==> src/rtl/tesd_pkg.sv <==
// ----------------------------------------------------------------------------
// tesd_pkg
// Shared types and constants for the three-electrode swipe detector.
// ----------------------------------------------------------------------------
package tesd_pkg;

  // Electrode codes.
  localparam logic [1:0] ElecFirst   = 2'd0;
  localparam logic [1:0] ElecMid     = 2'd1;
  localparam logic [1:0] ElecLast    = 2'd2;
  localparam logic [1:0] ElecInvalid = 2'd3;

  // Progress codes: touches held in the partial swipe.
  localparam logic [1:0] ProgIdle = 2'd0;
  localparam logic [1:0] ProgOne  = 2'd1;
  localparam logic [1:0] ProgTwo  = 2'd2;

  // Timeout value after reset, in ms.
  localparam logic [31:0] TimeoutReset = 32'd500;

  // Stream widths: fields packed from bit 0, padded to whole bytes.
  localparam int InTdataW  = 40;
  localparam int OutTdataW = 72;

  // One touch item.
  typedef struct packed {
    logic [31:0] time_ms;
    logic [1:0]  electrode;
  } touch_t;

  // One result item.
  typedef struct packed {
    logic [31:0] second_gap_ms;
    logic [31:0] first_gap_ms;
    logic        reverse;
    logic        detected;
  } result_t;

endpackage

==> src/rtl/tesd_in_stage.sv <==
// ----------------------------------------------------------------------------
// tesd_in_stage
// Input register: captures one touch item from the stream and holds it until
// the tracker consumes it.
// ----------------------------------------------------------------------------
module tesd_in_stage (
  input  logic                              clk,
  input  logic                              rst_n,
  input  logic                              in_tvalid,
  output logic                              in_tready,
  input  logic [tesd_pkg::InTdataW-1:0]     in_tdata,
  input  logic                              advance,
  output logic                              item_valid,
  output tesd_pkg::touch_t                  item
);
  import tesd_pkg::*;

  logic   valid_r, valid_nxt;
  touch_t item_r, item_nxt;

  // The register can take a new item when empty or when its item moves on.
  assign in_tready = !valid_r || advance;

  always_comb begin
    valid_nxt = valid_r;
    item_nxt  = item_r;
    if (in_tready) begin
      valid_nxt = in_tvalid;
    end
    if (in_tvalid && in_tready) begin
      item_nxt.electrode = in_tdata[1:0];
      item_nxt.time_ms   = in_tdata[33:2];
    end
  end

  always_ff @(posedge clk) begin
    if (!rst_n) begin
      valid_r <= 1'b0;
    end else begin
      valid_r <= valid_nxt;
    end
  end

  always_ff @(posedge clk) begin
    item_r <= item_nxt;
  end

  assign item_valid = valid_r;
  assign item       = item_r;

endmodule

==> src/rtl/tesd_track.sv <==
// ----------------------------------------------------------------------------
// tesd_track
// Swipe tracking state, timeout register and the single-pass next-state and
// result logic for one touch item.
// ----------------------------------------------------------------------------
module tesd_track (
  input  logic              clk,
  input  logic              rst_n,
  input  logic              cfg_we,
  input  logic [31:0]       cfg_wdata,
  input  logic              advance,
  input  tesd_pkg::touch_t  item,
  output tesd_pkg::result_t result
);
  import tesd_pkg::*;

  logic [31:0] timeout_r;
  logic [1:0]  progress_r, progress_nxt;
  logic [1:0]  seen_e0_r, seen_e0_nxt;
  logic [1:0]  seen_e1_r, seen_e1_nxt;
  logic [31:0] seen_t0_r, seen_t0_nxt;
  logic [31:0] seen_t1_r, seen_t1_nxt;

  logic [31:0] age;
  logic [1:0]  prog_eff;
  logic        have_two;
  logic [1:0]  last_e;
  logic        expected;
  logic        is_end;

  // Age of the swipe start, modulo 2^32, and the timeout drop.
  assign age      = item.time_ms - seen_t0_r;
  assign prog_eff = ((progress_r != ProgIdle) && (age > timeout_r)) ? ProgIdle : progress_r;
  assign have_two = (prog_eff >= ProgTwo);
  assign last_e   = have_two ? seen_e1_r : seen_e0_r;
  assign is_end   = (item.electrode == ElecFirst) || (item.electrode == ElecLast);

  always_comb begin
    if (have_two) begin
      expected = (seen_e0_r == ElecFirst) ? (item.electrode == ElecLast)
                                          : (item.electrode == ElecFirst);
    end else begin
      expected = (item.electrode == ElecMid);
    end
  end

  // Next state and result for the current item.
  always_comb begin
    progress_nxt = prog_eff;
    seen_e0_nxt  = seen_e0_r;
    seen_e1_nxt  = seen_e1_r;
    seen_t0_nxt  = seen_t0_r;
    seen_t1_nxt  = seen_t1_r;
    result       = '0;
    if (item.electrode == ElecInvalid) begin
      progress_nxt = prog_eff;
    end else if (prog_eff == ProgIdle || (item.electrode != last_e && !expected)) begin
      // Start a new swipe at an end electrode, otherwise clear.
      if (is_end) begin
        seen_e0_nxt  = item.electrode;
        seen_t0_nxt  = item.time_ms;
        progress_nxt = ProgOne;
      end else begin
        progress_nxt = ProgIdle;
      end
    end else if (item.electrode == last_e) begin
      // A repeat touch of the last electrode changes nothing.
      progress_nxt = prog_eff;
    end else if (!have_two) begin
      seen_e1_nxt  = item.electrode;
      seen_t1_nxt  = item.time_ms;
      progress_nxt = ProgTwo;
    end else begin
      result.detected      = 1'b1;
      result.reverse       = (seen_e0_r != ElecFirst);
      result.first_gap_ms  = seen_t1_r - seen_t0_r;
      result.second_gap_ms = item.time_ms - seen_t1_r;
      progress_nxt         = ProgIdle;
    end
  end

  // Timeout register.
  always_ff @(posedge clk) begin
    if (!rst_n) begin
      timeout_r <= TimeoutReset;
    end else if (cfg_we) begin
      timeout_r <= cfg_wdata;
    end
  end

  // Progress is control state; the held touches are payload.
  always_ff @(posedge clk) begin
    if (!rst_n) begin
      progress_r <= ProgIdle;
    end else if (advance) begin
      progress_r <= progress_nxt;
    end
  end

  always_ff @(posedge clk) begin
    if (advance) begin
      seen_e0_r <= seen_e0_nxt;
      seen_e1_r <= seen_e1_nxt;
      seen_t0_r <= seen_t0_nxt;
      seen_t1_r <= seen_t1_nxt;
    end
  end

endmodule

==> src/rtl/tesd_out_stage.sv <==
// ----------------------------------------------------------------------------
// tesd_out_stage
// Result register: holds one result item until the receiver takes it.
// ----------------------------------------------------------------------------
module tesd_out_stage (
  input  logic                           clk,
  input  logic                           rst_n,
  input  logic                           advance,
  input  tesd_pkg::result_t              result,
  output logic                           out_tvalid,
  input  logic                           out_tready,
  output logic [tesd_pkg::OutTdataW-1:0] out_tdata
);
  import tesd_pkg::*;

  logic    valid_r, valid_nxt;
  result_t data_r;

  // Load on advance, drop once taken.
  always_comb begin
    valid_nxt = valid_r;
    if (advance) begin
      valid_nxt = 1'b1;
    end else if (out_tready) begin
      valid_nxt = 1'b0;
    end
  end

  always_ff @(posedge clk) begin
    if (!rst_n) begin
      valid_r <= 1'b0;
    end else begin
      valid_r <= valid_nxt;
    end
  end

  always_ff @(posedge clk) begin
    if (advance) begin
      data_r <= result;
    end
  end

  assign out_tvalid = valid_r;
  assign out_tdata  = {(OutTdataW - $bits(result_t))'(0), data_r};

endmodule

==> src/rtl/three_electrode_swipe_detector.sv <==
// ----------------------------------------------------------------------------
// three_electrode_swipe_detector
// Detects 0-1-2 and 2-1-0 touch runs over three electrodes in a row.
// ----------------------------------------------------------------------------
// Usage:
//   The in_ stream carries touch items: electrode and a millisecond timestamp.
//   Every accepted item yields exactly one item on the out_ stream, with
//   detected set when the touch completes a swipe, the direction and the two
//   gaps between touches; all fields are zero otherwise.
//   cfg_we writes timeout_ms from cfg_wdata; write it only while the block
//   holds no item.
//   out_tvalid rises after acceptance once the item has passed the input
//   register and the tracking logic has loaded the result register.
//   Throughput is one item per cycle while out_tready stays high, set by the
//   per-item state update in the tracker.
//   Reset (rst_n low, synchronous) empties both registers, clears the swipe
//   progress and loads timeout_ms with 500.
//   While out_tready is low the result waits in its register; one more item
//   is still taken into the input register, then in_tready drops until the
//   result is taken.
// ----------------------------------------------------------------------------
module three_electrode_swipe_detector (
  input  logic                           clk,
  input  logic                           rst_n,
  // Touch items.
  input  logic                           in_tvalid,
  output logic                           in_tready,
  input  logic [tesd_pkg::InTdataW-1:0]  in_tdata,   // electrode[1:0], time_ms[33:2], zero pad
  // Result items.
  output logic                           out_tvalid,
  input  logic                           out_tready,
  output logic [tesd_pkg::OutTdataW-1:0] out_tdata,  // detected[0], reverse[1],
                                                     // first_gap_ms[33:2],
                                                     // second_gap_ms[65:34], zero pad
  // Timeout register.
  input  logic                           cfg_we,
  input  logic [31:0]                    cfg_wdata
);
  import tesd_pkg::*;

  logic    item_valid;
  touch_t  item;
  result_t result;
  logic    advance;

  // An item moves to the result register when that register is free.
  assign advance = item_valid && (!out_tvalid || out_tready);

  tesd_in_stage u_in_stage (
    .clk        (clk),
    .rst_n      (rst_n),
    .in_tvalid  (in_tvalid),
    .in_tready  (in_tready),
    .in_tdata   (in_tdata),
    .advance    (advance),
    .item_valid (item_valid),
    .item       (item)
  );

  tesd_track u_track (
    .clk       (clk),
    .rst_n     (rst_n),
    .cfg_we    (cfg_we),
    .cfg_wdata (cfg_wdata),
    .advance   (advance),
    .item      (item),
    .result    (result)
  );

  tesd_out_stage u_out_stage (
    .clk        (clk),
    .rst_n      (rst_n),
    .advance    (advance),
    .result     (result),
    .out_tvalid (out_tvalid),
    .out_tready (out_tready),
    .out_tdata  (out_tdata)
  );

endmodule

==> config.mk <==
export PLATFORM = sky130hd
export DESIGN_NAME = three_electrode_swipe_detector
export DESIGN_NICKNAME = d
export VERILOG_FILES = /design/src/rtl/tesd_pkg.sv /design/src/rtl/tesd_in_stage.sv /design/src/rtl/tesd_track.sv /design/src/rtl/tesd_out_stage.sv /design/src/rtl/three_electrode_swipe_detector.sv
export SDC_FILE = /design/constraint.sdc
export NUM_CORES = 1
export LEC_CHECK = 0
export BUFFER_PORTS_ARGS = -buffer_cell sky130_fd_sc_hd__buf_2
export CORE_UTILIZATION = 27
export DETAILED_ROUTE_END_ITERATION = 10
export PLACE_DENSITY = 0.41
export SETUP_SLACK_MARGIN = 0.15
export SYNTH_ARGS = -nofsm -noshare
export SYNTH_HDL_FRONTEND = slang
export SYNTH_HIERARCHICAL = 1
export SYNTH_SLANG_ARGS = --single-unit
==> constraint.sdc <==
create_clock -name clk -period 9.54 [get_ports clk]
set_clock_uncertainty 0.1 [all_clocks]
set_input_delay 1.908 -clock clk [delete_from_list [all_inputs] [get_ports clk]]
set_output_delay 1.908 -clock clk [all_outputs]
set_load 0.02 [all_outputs]
==> results of run 1 <==
## cell usage after synthesis, types with 4 or more instances
library cell / instances
nor2b_1: 12
o22ai_1: 7
o21ai_0: 51
edfxtp_1: 168
and3_1: 11
nand3_1: 34
a211oi_1: 11
mux2i_1: 29
a21oi_1: 98
buf_4: 6
a21o_1: 37
inv_1: 127
a31oi_1: 12
nor3_1: 22
a211o_1: 4
dfxtp_1: 36
and2_1: 8
o211ai_1: 15
o21bai_1: 13
nor3b_1: 4
xor2_1: 26
o31ai_1: 5
nand2b_1: 8
a2111oi_0: 4
nand4_1: 13
or2_2: 5
o21a_1: 19
clkbuf_1: 23
nor2_1: 133
ha_1: 125
a311oi_1: 6
xnor2_1: 41
nand2_1: 57
## worst max-delay path: cells and delay by family (launching register included)
kind / cells / cell delay [ns]
AOI/OAI and AO/OA: 10 / 3.23
and+or+nand+nor: 6 / 2.06
adders and majority gates: 3 / 0.92
buffers and inverters: 3 / 0.51
DFF: 1 / 0.40
xor gates and xnor gates: 1 / 0.18
## state kept, by name, summed over array words and instances (netlist names)
signal                  count
u_out_stage/out_tdata      66
u_in_stage/item            34
u_track/seen_t0_r          32
u_track/seen_t1_r          32
u_track/timeout_r          32
u_track/progress_r          2
u_track/seen_e0_r           2
u_track/seen_e1_r           2
u_in_stage/item_valid       1
u_out_stage/out_tvalid      1
## layout make-up
type                       instances  area [µm²]  area share
sequential                       204        5766      0.3897
inverter                         129       484.2     0.03273
clock buffer                      39       762.0     0.05151
clock inverter                     8       63.81    0.004313
timing repair buffer             143       728.2     0.04922
tap                              600       750.7     0.05074
multi-input combinational        881        6240      0.4218
## per-layer routing
layer  wire length, µm  global-route usage  up-vias
li1                  -                   -     4809
met1             17310              0.2052     4261
met2             14180              0.2107      187
met3              1404             0.02046       39
met4               691             0.03986        2
met5                10                   0        -
## per-stage QoR
step	worst slack (ns)	utilization	instance area (µm²)	hold WS (ns)	total power, mW
final	1.812	0.3232	14790	0.3848	2.402
after global placement	1.888	0.3052	13970	0.3628	1.468
after CTS	1.753	0.3232	14790	0.3914	2.444
after global routing	1.075	0.3232	14790	0.4128	2.530
after floorplan	1.477	-	12660	0.3430	1.351
after detailed placement	1.785	0.3052	13970	0.3802	1.473
## power groups by stage
stage | clock network (mW) | registers [mW] | logic [mW]
6_report | 0.952 | 1.04 | 0.412
5_1_grt | 1.02 | 1.04 | 0.467
4_1_cts | 0.987 | 1.04 | 0.417
3_5_place_dp | 0 | 1.06 | 0.415
3_3_place_gp | 0 | 1.06 | 0.410
2_1_floorplan | 0 | 1.07 | 0.283
## logic make-up after synthesis
kind of cell               Yosys count
AOI/OAI and AO/OA                  317
xor gates and xnor gates            67
adders and majority gates          128
buffers and inverters              164
DFF                                204
muxes                               31
other                                1
and+or+nand+nor                    332
## how the worst max path moves through the flow
stage / start / end / slack [ns] / cells past startpoint
finish: u_in_stage/item[2]$_DFFE_PP_ / u_track/seen_t1_r[18]$_DFFE_PP_ / 1.81 / 23
global route: u_in_stage/item[2]$_DFFE_PP_ / u_track/seen_t1_r[18]$_DFFE_PP_ / 1.08 / 23
CTS: u_in_stage/item[2]$_DFFE_PP_ / u_track/seen_t1_r[18]$_DFFE_PP_ / 1.75 / 23
detailed placement: u_in_stage/item[2]$_DFFE_PP_ / u_track/seen_t1_r[30]$_DFFE_PP_ / 1.78 / 23
global placement: u_in_stage/item[2]$_DFFE_PP_ / u_track/seen_t1_r[30]$_DFFE_PP_ / 1.89 / 23
floorplan: out_tready / in_tready / 1.48 / 3
## layout by cell type, fill, tap and decap left out, types with 5 or more instances in the layout
| cell | netlist | layout |
|---|---|---|
| xnor2_1 | 41 | 41 |
| o22ai_1 | 7 | 7 |
| nand2b_1 | 8 | 8 |
| edfxtp_1 | 168 | 168 |
| clkbuf_1 | 23 | 9 |
| a211oi_1 | 11 | 11 |
| o31ai_1 | 5 | 5 |
| conb_1 | 1 | 6 |
| or2_2 | 5 | 5 |
| a31oi_1 | 12 | 12 |
| a21oi_1 | 98 | 98 |
| inv_1 | 127 | 127 |
| o21a_1 | 19 | 19 |
| nand2_1 | 57 | 57 |
| buf_4 | 6 | 5 |
| clkbuf_16 | 0 | 28 |
| ha_1 | 125 | 125 |
| o211ai_1 | 15 | 15 |
| a21o_1 | 37 | 37 |
| and3_1 | 11 | 11 |
| nor2_1 | 133 | 133 |
| nor2b_1 | 12 | 12 |
| nand4_1 | 13 | 13 |
| o21ai_0 | 51 | 51 |
| dfxtp_1 | 36 | 36 |
| o21bai_1 | 13 | 13 |
| a311oi_1 | 6 | 6 |
| and2_1 | 8 | 8 |
| mux2i_1 | 29 | 29 |
| nor3_1 | 22 | 22 |
| xor2_1 | 26 | 26 |
| nand3_1 | 34 | 34 |
| buf_2 | 1 | 138 |
| clkinv_1 | 1 | 6 |
==> impl_metrics.ini, run 1 <==
[setup_path]
rr_startpoint = u_in_stage/item[2]$_DFFE_PP_
slowest_stage = or4_1
crit_top_cell = o21ai_0
crit_fanout = 19
cp.arrival_ns = 7.85
worstPathRequired_ns = 9.66
crit_chain = inv_1 -> ha_1 -> inv_1 -> fa_1 -> a211oi_1 -> o21ai_0 -> a211oi_1 -> o21ai_0 -> o221ai_1 -> o21ai_0 -> o31ai_1 -> o21ai_0 -> xor2_1 -> ha_1 -> nand4_1 -> or4_1 -> nor3_1 -> a22oi_1 -> a2111oi_0 -> nor3_1 -> nor4b_1 -> and3_1 -> buf_4
worst-setup-path-type = reg -> reg
rr_endpoint = u_track/seen_t1_r[18]$_DFFE_PP_
worstRegToRegCells = 23
end_kind = flop
worstSetupStartpointType = flop
r2r_slack_ns = 1.81
slowest_delay_ns = 0.61

[drt]
wl_per_cell_um = 16.76
ant_nets = 0
drc_errors = 0
routed_wirelength_um = 33590
drt_iter0_markers = 439
via_per_inst = 4.640
num_vias = 9298
dr.pass1.iters = 5

[synth]
synth_ff_type = edfxtp_1
synth_top_area_frac = 0.3992
async_reset_ff_frac = 0
synth_xor_area_frac = 0.04644
synth_compound_area_frac = 0.1641
synth-edff-count = 168
syn_area_mm2 = 0.01264
yosysTopAreaCell = edfxtp_1
avgSynthCellArea_um2 = 10.16
muxShareOfSynthArea = 0.02475
synth-simple-area-share = 0.1273
synth_adder_area_share = 0.1285
syn_inst = 1244
ys_warn_count = 6
synth_top_family_by_area = compound AO/OA/AOI/OAI gates
ys_seq_area_frac = 0.4562
yosys-top-cells-area = edfxtp_1 (40%), ha_1 (12%), dfxtp_1 (5.7%)
ys_ff_latch = 204
synth.distinct_cells = 80

[timing]
hold_violations = 0
fin_crit_ns = 7.728
slew_headroom = 0.3180
rsz0062_at_grt = false
setup_viol = 0
fin_setup_tns_ns = 0
slew_violations = 0
fin_crit_sh = 0.8101
fmax_mhz = 129.4
worstMarginPinSlew_ns = 1.023

[placed_design]
dp_cells = 1957
io_buffers = 138
place_congestion = 0.8006
dp_hpwl_um = 25990

[grt]
grt_pass1_vias = 9053
grt_pass1_wl_um = 51750
grt_antenna_before_repair = 1
grt_max_degree = 59
grt_overflow = 0
grt_use_total = 0.1399

[cells_and_area]
drive_above_1_share = 0.1417
final_nets = 1590
area_delta_synth_final_pct = 17.07
final_cells = 2004
fillCellCount = 4745
antennaDiodeCount = 0

[pwr]
p_comb_frac = 0.171
switching_share = 0.2720
power_density_mw_per_mm2 = 162.4
netSwitchingPower_mw = 0.6534
leakagePower_nw = 6.213
power_frac_clock = 0.396
p_seq_frac = 0.432
p_int_mw = 1.749
ir_drop_v = 0.0001081

[clocking]
cts_buffer_depth = 3
cts_tree = yes
clk_pin_slew_ns = 0.06
cts_hold_buf = 0
postCtsSetupBuffers = 0
cts_inserted_buffers = 26
cts_resized = 0
cts-root-buf = clkbuf_16
cts.sinks = 204
insertion_delay_ns = 0.54
htreeDepth = 1

[flow_run]
cap_violations = 0

[floorplan]
core_area_mm2 = 0.04577
num_io_pins = 151
die_w_um = 218.3
initial_core_util = 0.2761
die-area_mm2 = 0.04767
die_h_um = 218.3
rows = 78

[outcome]
status = finished clean

[hold_path]
hold_path_class = reg -> reg
min_from = u_in_stage/item[2]$_DFFE_PP_
hold_path_depth = 0
min_to = u_track/seen_t1_r[0]$_DFFE_PP_
Power figures use the tool's default switching activity.
==> inputs of run 2 (changes only) <==
PLACE_DENSITY = 0.43   (was 0.41)
clock period = 6.63 ns   (was 9.54 ns; I/O delays follow)
==> impl_metrics.ini, run 2 (synthesis results as in run 1) <==
[drt]
num_vias = 9477
via_per_inst = 4.618
drt_iter0_markers = 407
ant_nets = 0
wl_per_cell_um = 16.32
dr.pass1.iters = 5
routed_wirelength_um = 33500
drc_errors = 0

[pwr]
power_density_mw_per_mm2 = 226.1
power_mw = 3.460
leakagePower_nw = 6.483
p_seq_frac = 0.431
switching_share = 0.2742
netSwitchingPower_mw = 0.9486
ir_drop_v = 0.0001657
p_comb_frac = 0.183
power_frac_clock = 0.386
p_int_mw = 2.511

[outcome]
status = finished clean

[floorplan]
initial_core_util = 0.2761
rows = 78
core_area_mm2 = 0.04577
die_h_um = 218.3
num_io_pins = 151
die_w_um = 218.3
die-area_mm2 = 0.04767

[clocking]
cts.sinks = 204
cts_inserted_buffers = 26
htreeDepth = 1
clk_pin_slew_ns = 0.06
cts_tree = yes
insertion_delay_ns = 0.54
cts_buffer_depth = 3
cts_hold_buf = 0
cts-root-buf = clkbuf_16

[placed_design]
dp_hpwl_um = 26020
io_buffers = 138
dp_cells = 1998
dpl_worst_slack_ns = -0.04990
place_congestion = 0.8087

[timing]
slew_violations = 0
fin_ws_ns = 0.4884
fmax_mhz = 162.8
rsz0062_at_grt = false
worstMarginPinSlew_ns = 1.024
slew_headroom = 0.3174
fin_crit_ns = 6.142
setup_viol = 0
fin_crit_sh = 0.9263
hold_violations = 0

[cells_and_area]
final_cell_mix = edfxtp_1 (168), buf_2 (138), nor2_1 (133)
final_nets = 1637
largest_reg_flops = 66
final_cells = 2052
drive_above_1_share = 0.1833
fillCellCount = 4680
area_delta_synth_final_pct = 21.07
utilization = 0.3343
layout_commonest_cell = edfxtp_1

[setup_path]
worstSetupStartpointType = flop
crit_fanout = 8
end_kind = flop
worstRegToRegCells = 26
worst-setup-path-type = reg -> reg
worstPathRequired_ns = 6.79
cp.arrival_ns = 6.30

[grt]
grt_pass1_wl_um = 52170
grt_max_degree = 50
grt_overflow = 0
grt_pass1_vias = 9377
grt_antenna_before_repair = 2
grt_use_total = 0.1402

[hold_path]
hold_path_class = reg -> reg
hold_path_depth = 2

[flow_run]
cap_violations = 0
## run 2: changes by cell type in the layout (fill, tap and decap cells not counted), sizes merged
cell	before	now
bufinv	1	2
clkbuf	39	33
clkinv	6	13
buf	143	188
diode	0	1
## run 2: layout make-up
cell class                 count  area [µm²]  share of cell area
timing repair buffer         190        1154             0.07540
inverter                     129       484.2             0.03165
sequential                   204        5766              0.3768
antenna                        1       2.502           0.0001636
multi-input combinational    881        6336              0.4141
tap                          600       750.7             0.04907
clock buffer                  31       669.4             0.04375
clock inverter                16       137.6            0.008996
## run 2: critical path, cell delays in order, from the launching register on
cell and delay [ns]:
edfxtp_1 0.40, inv_2 0.08, ha_1 0.16, inv_1 0.06, fa_2 0.35, a211oi_2 0.30
o21ai_2 0.12, a211oi_2 0.20, buf_4 0.15, o21ai_2 0.08, o221ai_2 0.21, o21ai_2 0.11
o31ai_1 0.25, buf_4 0.16, o21ai_0 0.11, xor2_1 0.16, ha_1 0.31, nand4_1 0.12
or4_4 0.48, nor3_4 0.22, nor2_1 0.08, a221o_1 0.43, mux2_4 0.24, nor3_1 0.05
nor4b_2 0.35, and3_4 0.36, clkbuf_16 0.21
## run 2: metal layers
layer / part of all wire / wire length [µm] / global-route usage
met4: 0.021 / 707 / 0.04569
met2: 0.42 / 14180 / 0.2103
met1: 0.51 / 17170 / 0.2051
met5: 0.00054 / 18 / 0
met3: 0.042 / 1419 / 0.01921
## run 2: power groups by stage
stage | clock network, mW | registers, mW | logic, mW
after global placement | 0 | 1.52 | 0.615
after CTS | 1.39 | 1.49 | 0.627
after global routing | 1.43 | 1.50 | 0.712
after detailed placement | 0 | 1.52 | 0.622
after floorplan | 0 | 1.54 | 0.407
final | 1.34 | 1.49 | 0.632
## run 2: per-stage QoR
| stage | hold WS [ns] | cell area (µm²) | setup TNS, ns |
|---|---|---|---|
| global placement | 0.3748 | 14320 | -1.392 |
| finish | 0.3886 | 15300 | 0 |
| global route | 0.4058 | 15300 | 0 |
| CTS | 0.3969 | 15140 | 0 |
| floorplan | 0.3430 | 12660 | 0 |
| detailed placement | 0.3804 | 14320 | -1.335 |
## run 2: final timing paths
path | slack, ns | from | end
hold / removal | 0.39 | u_track/timeout_r[10]$_SDFFE_PN0P_ | u_track/timeout_r[10]$_SDFFE_PN0P_
setup reg to reg | 0.49 | u_in_stage/item[2]$_DFFE_PP_ | u_track/seen_t1_r[0]$_DFFE_PP_
setup / recovery | 0.49 | u_in_stage/item[2]$_DFFE_PP_ | u_track/seen_t1_r[0]$_DFFE_PP_
hold reg to reg | 0.39 | u_track/timeout_r[10]$_SDFFE_PN0P_ | u_track/timeout_r[10]$_SDFFE_PN0P_
## run 2: repair_timing
item,in CTS,in global routing
gates resized for setup,6,22
buffers inserted,0,4
setup endpoints to repair,36,135
gates cloned,0,2
pin swaps,0,15
==> inputs of run 3 (changes only) <==
==> constraint.sdc (replaced) <==
create_clock -name clk -period 6.63 [get_ports clk]
set_clock_uncertainty 0.1 [all_clocks]
set_input_delay 0.663 -clock clk [delete_from_list [all_inputs] [get_ports clk]]
set_output_delay 0.663 -clock clk [all_outputs]
set_load 0.02 [all_outputs]
==> impl_metrics.ini, run 3 (synthesis results as in run 1) <==
[floorplan]
rows = 78
core_area_mm2 = 0.04577
die_h_um = 218.3
initial_core_util = 0.2761
die_w_um = 218.3
die-area_mm2 = 0.04767
num_io_pins = 151

[placed_design]
place_congestion = 0.8432
io_buffers = 138
dp_hpwl_um = 26230
dp_cells = 1993

[drt]
wl_per_cell_um = 16.43
num_vias = 9432
via_per_inst = 4.610
drt_iter0_markers = 424
routed_wirelength_um = 33620
ant_nets = 0
dr.pass1.iters = 5
drc_errors = 0

[cells_and_area]
final_cell_mix = edfxtp_1 (168), buf_2 (138), nor2_1 (133)
multi_input_area_mm2 = 0.006331
final_nets = 1634
drive_above_1_share = 0.1770
largest_reg_flops = 66
seq_area_mm2 = 0.005766
final_cells = 2046
antennaDiodeCount = 0
fillCellCount = 4704
layout_commonest_cell = edfxtp_1
area_delta_synth_final_pct = 20.06

[grt]
grt_pass1_wl_um = 51530
grt_overflow = 0
grt_antenna_before_repair = 3
grt_use_total = 0.1388
grt_max_degree = 54
grt_pass1_vias = 9148

[outcome]
status = finished clean

[clocking]
cts.sinks = 204
cts_inserted_buffers = 25
cts-root-buf = clkbuf_16
cts_buffer_depth = 3
htreeDepth = 1
insertion_delay_ns = 0.54
cts_tree = yes
cts_hold_buf = 0
clk_pin_slew_ns = 0.06

[setup_path]
cp.arrival_ns = 6.31
worstSetupStartpointType = flop
crit_top_cell = buf_4
worst-setup-path-type = reg -> reg
crit_buf_inv = 6
critPathTopFamily = compound AO/OA/AOI/OAI gates
crit_fanout = 8
end_kind = flop
slowest_delay_ns = 0.47
slowest_stage = or4_4
worstPathRequired_ns = 6.77

[flow_run]
cap_violations = 0

[pwr]
ir_drop_v = 0.0001641
power_density_mw_per_mm2 = 219.6
leakagePower_nw = 6.422

[timing]
setup_viol = 0
fin_crit_sh = 0.9307
fin_setup_tns_ns = 0
fmax_mhz = 162.1
fin_crit_ns = 6.171
slew_violations = 0
rsz0062_at_grt = false
worstMarginPinSlew_ns = 1.021
slew_headroom = 0.3191
hold_violations = 0

[hold_path]
hold_path_class = in -> reg
-- run 3: worst paths after layout --
| check | from | to | slack, ns | depth (start not counted) |
|---|---|---|---|---|
| worst max register to register | u_in_stage/item[7]$_DFFE_PP_ | u_track/seen_t1_r[24]$_DFFE_PP_ | 0.46 | 25 |
| worst min-delay path | in_tdata[9] | u_in_stage/item[9]$_DFFE_PP_ | 0.19 | 1 |
| worst min register to register | u_in_stage/item[2]$_DFFE_PP_ | u_track/seen_t1_r[0]$_DFFE_PP_ | 0.37 | 0 |
| worst max-delay path | u_in_stage/item[7]$_DFFE_PP_ | u_track/seen_t1_r[24]$_DFFE_PP_ | 0.46 | 25 |
-- run 3: stage by stage --
step	worst slack (ns)	util	cell area (µm²)	total power, mW	hold slack (ns)
after global routing	0.1294	0.3315	15170	3.519	0.1606
after global placement	0.04434	0.3117	14260	2.134	0.3600
after CTS	0.2007	0.3275	14990	3.382	0.1558
final	0.4591	0.3315	15170	3.332	0.1924
after floorplan	0.2068	-	12660	1.944	0.3430
after detailed placement	-0.009802	0.3117	14260	2.141	0.3595
-- run 3: final cells by class --
| class | instances | share of cell area |
|---|---|---|
| clock buffer | 30 | 0.04247 |
| clock inverter | 14 | 0.004371 |
| inverter | 129 | 0.03191 |
| multi-input combinational | 881 | 0.4173 |
| sequential | 204 | 0.3800 |
| tap | 600 | 0.04948 |
| timing repair buffer | 188 | 0.07447 |
-- run 3: timing repair --
| item | 4_1_cts | 5_1_grt |
|---|---|---|
| setup endpoints to repair | 35 | 134 |
| setup buffers | 0 | 6 |
| gates cloned | 0 | 3 |
| gates resized for setup | 6 | 16 |
| pin swaps | 0 | 9 |
-- run 3: power by group --
part | switching, mW | total [mW] | internal, mW
registers | 0.0390 | 1.49 | 1.45
clock network | 0.524 | 1.21 | 0.685
logic | 0.370 | 0.629 | 0.259
-- run 3: routing by layer --
layer  GRT usage  routed length [µm]  vias to the layer above
li1            -                   -                     4885
met1      0.2024               17160                     4337
met4     0.03613                 585                        6
met3     0.02338                1405                       37
met5           0                  30                        -
met2      0.2096               14430                      167
-- run 3: worst register-to-register path: cells and delay by family, from the launching register on --
family          cells  cell delay, ns
buf+inv             6            1.00
flops               1            0.39
simple gates        7            1.66
fa+ha+maj           2            0.69
compound gates     10            2.01
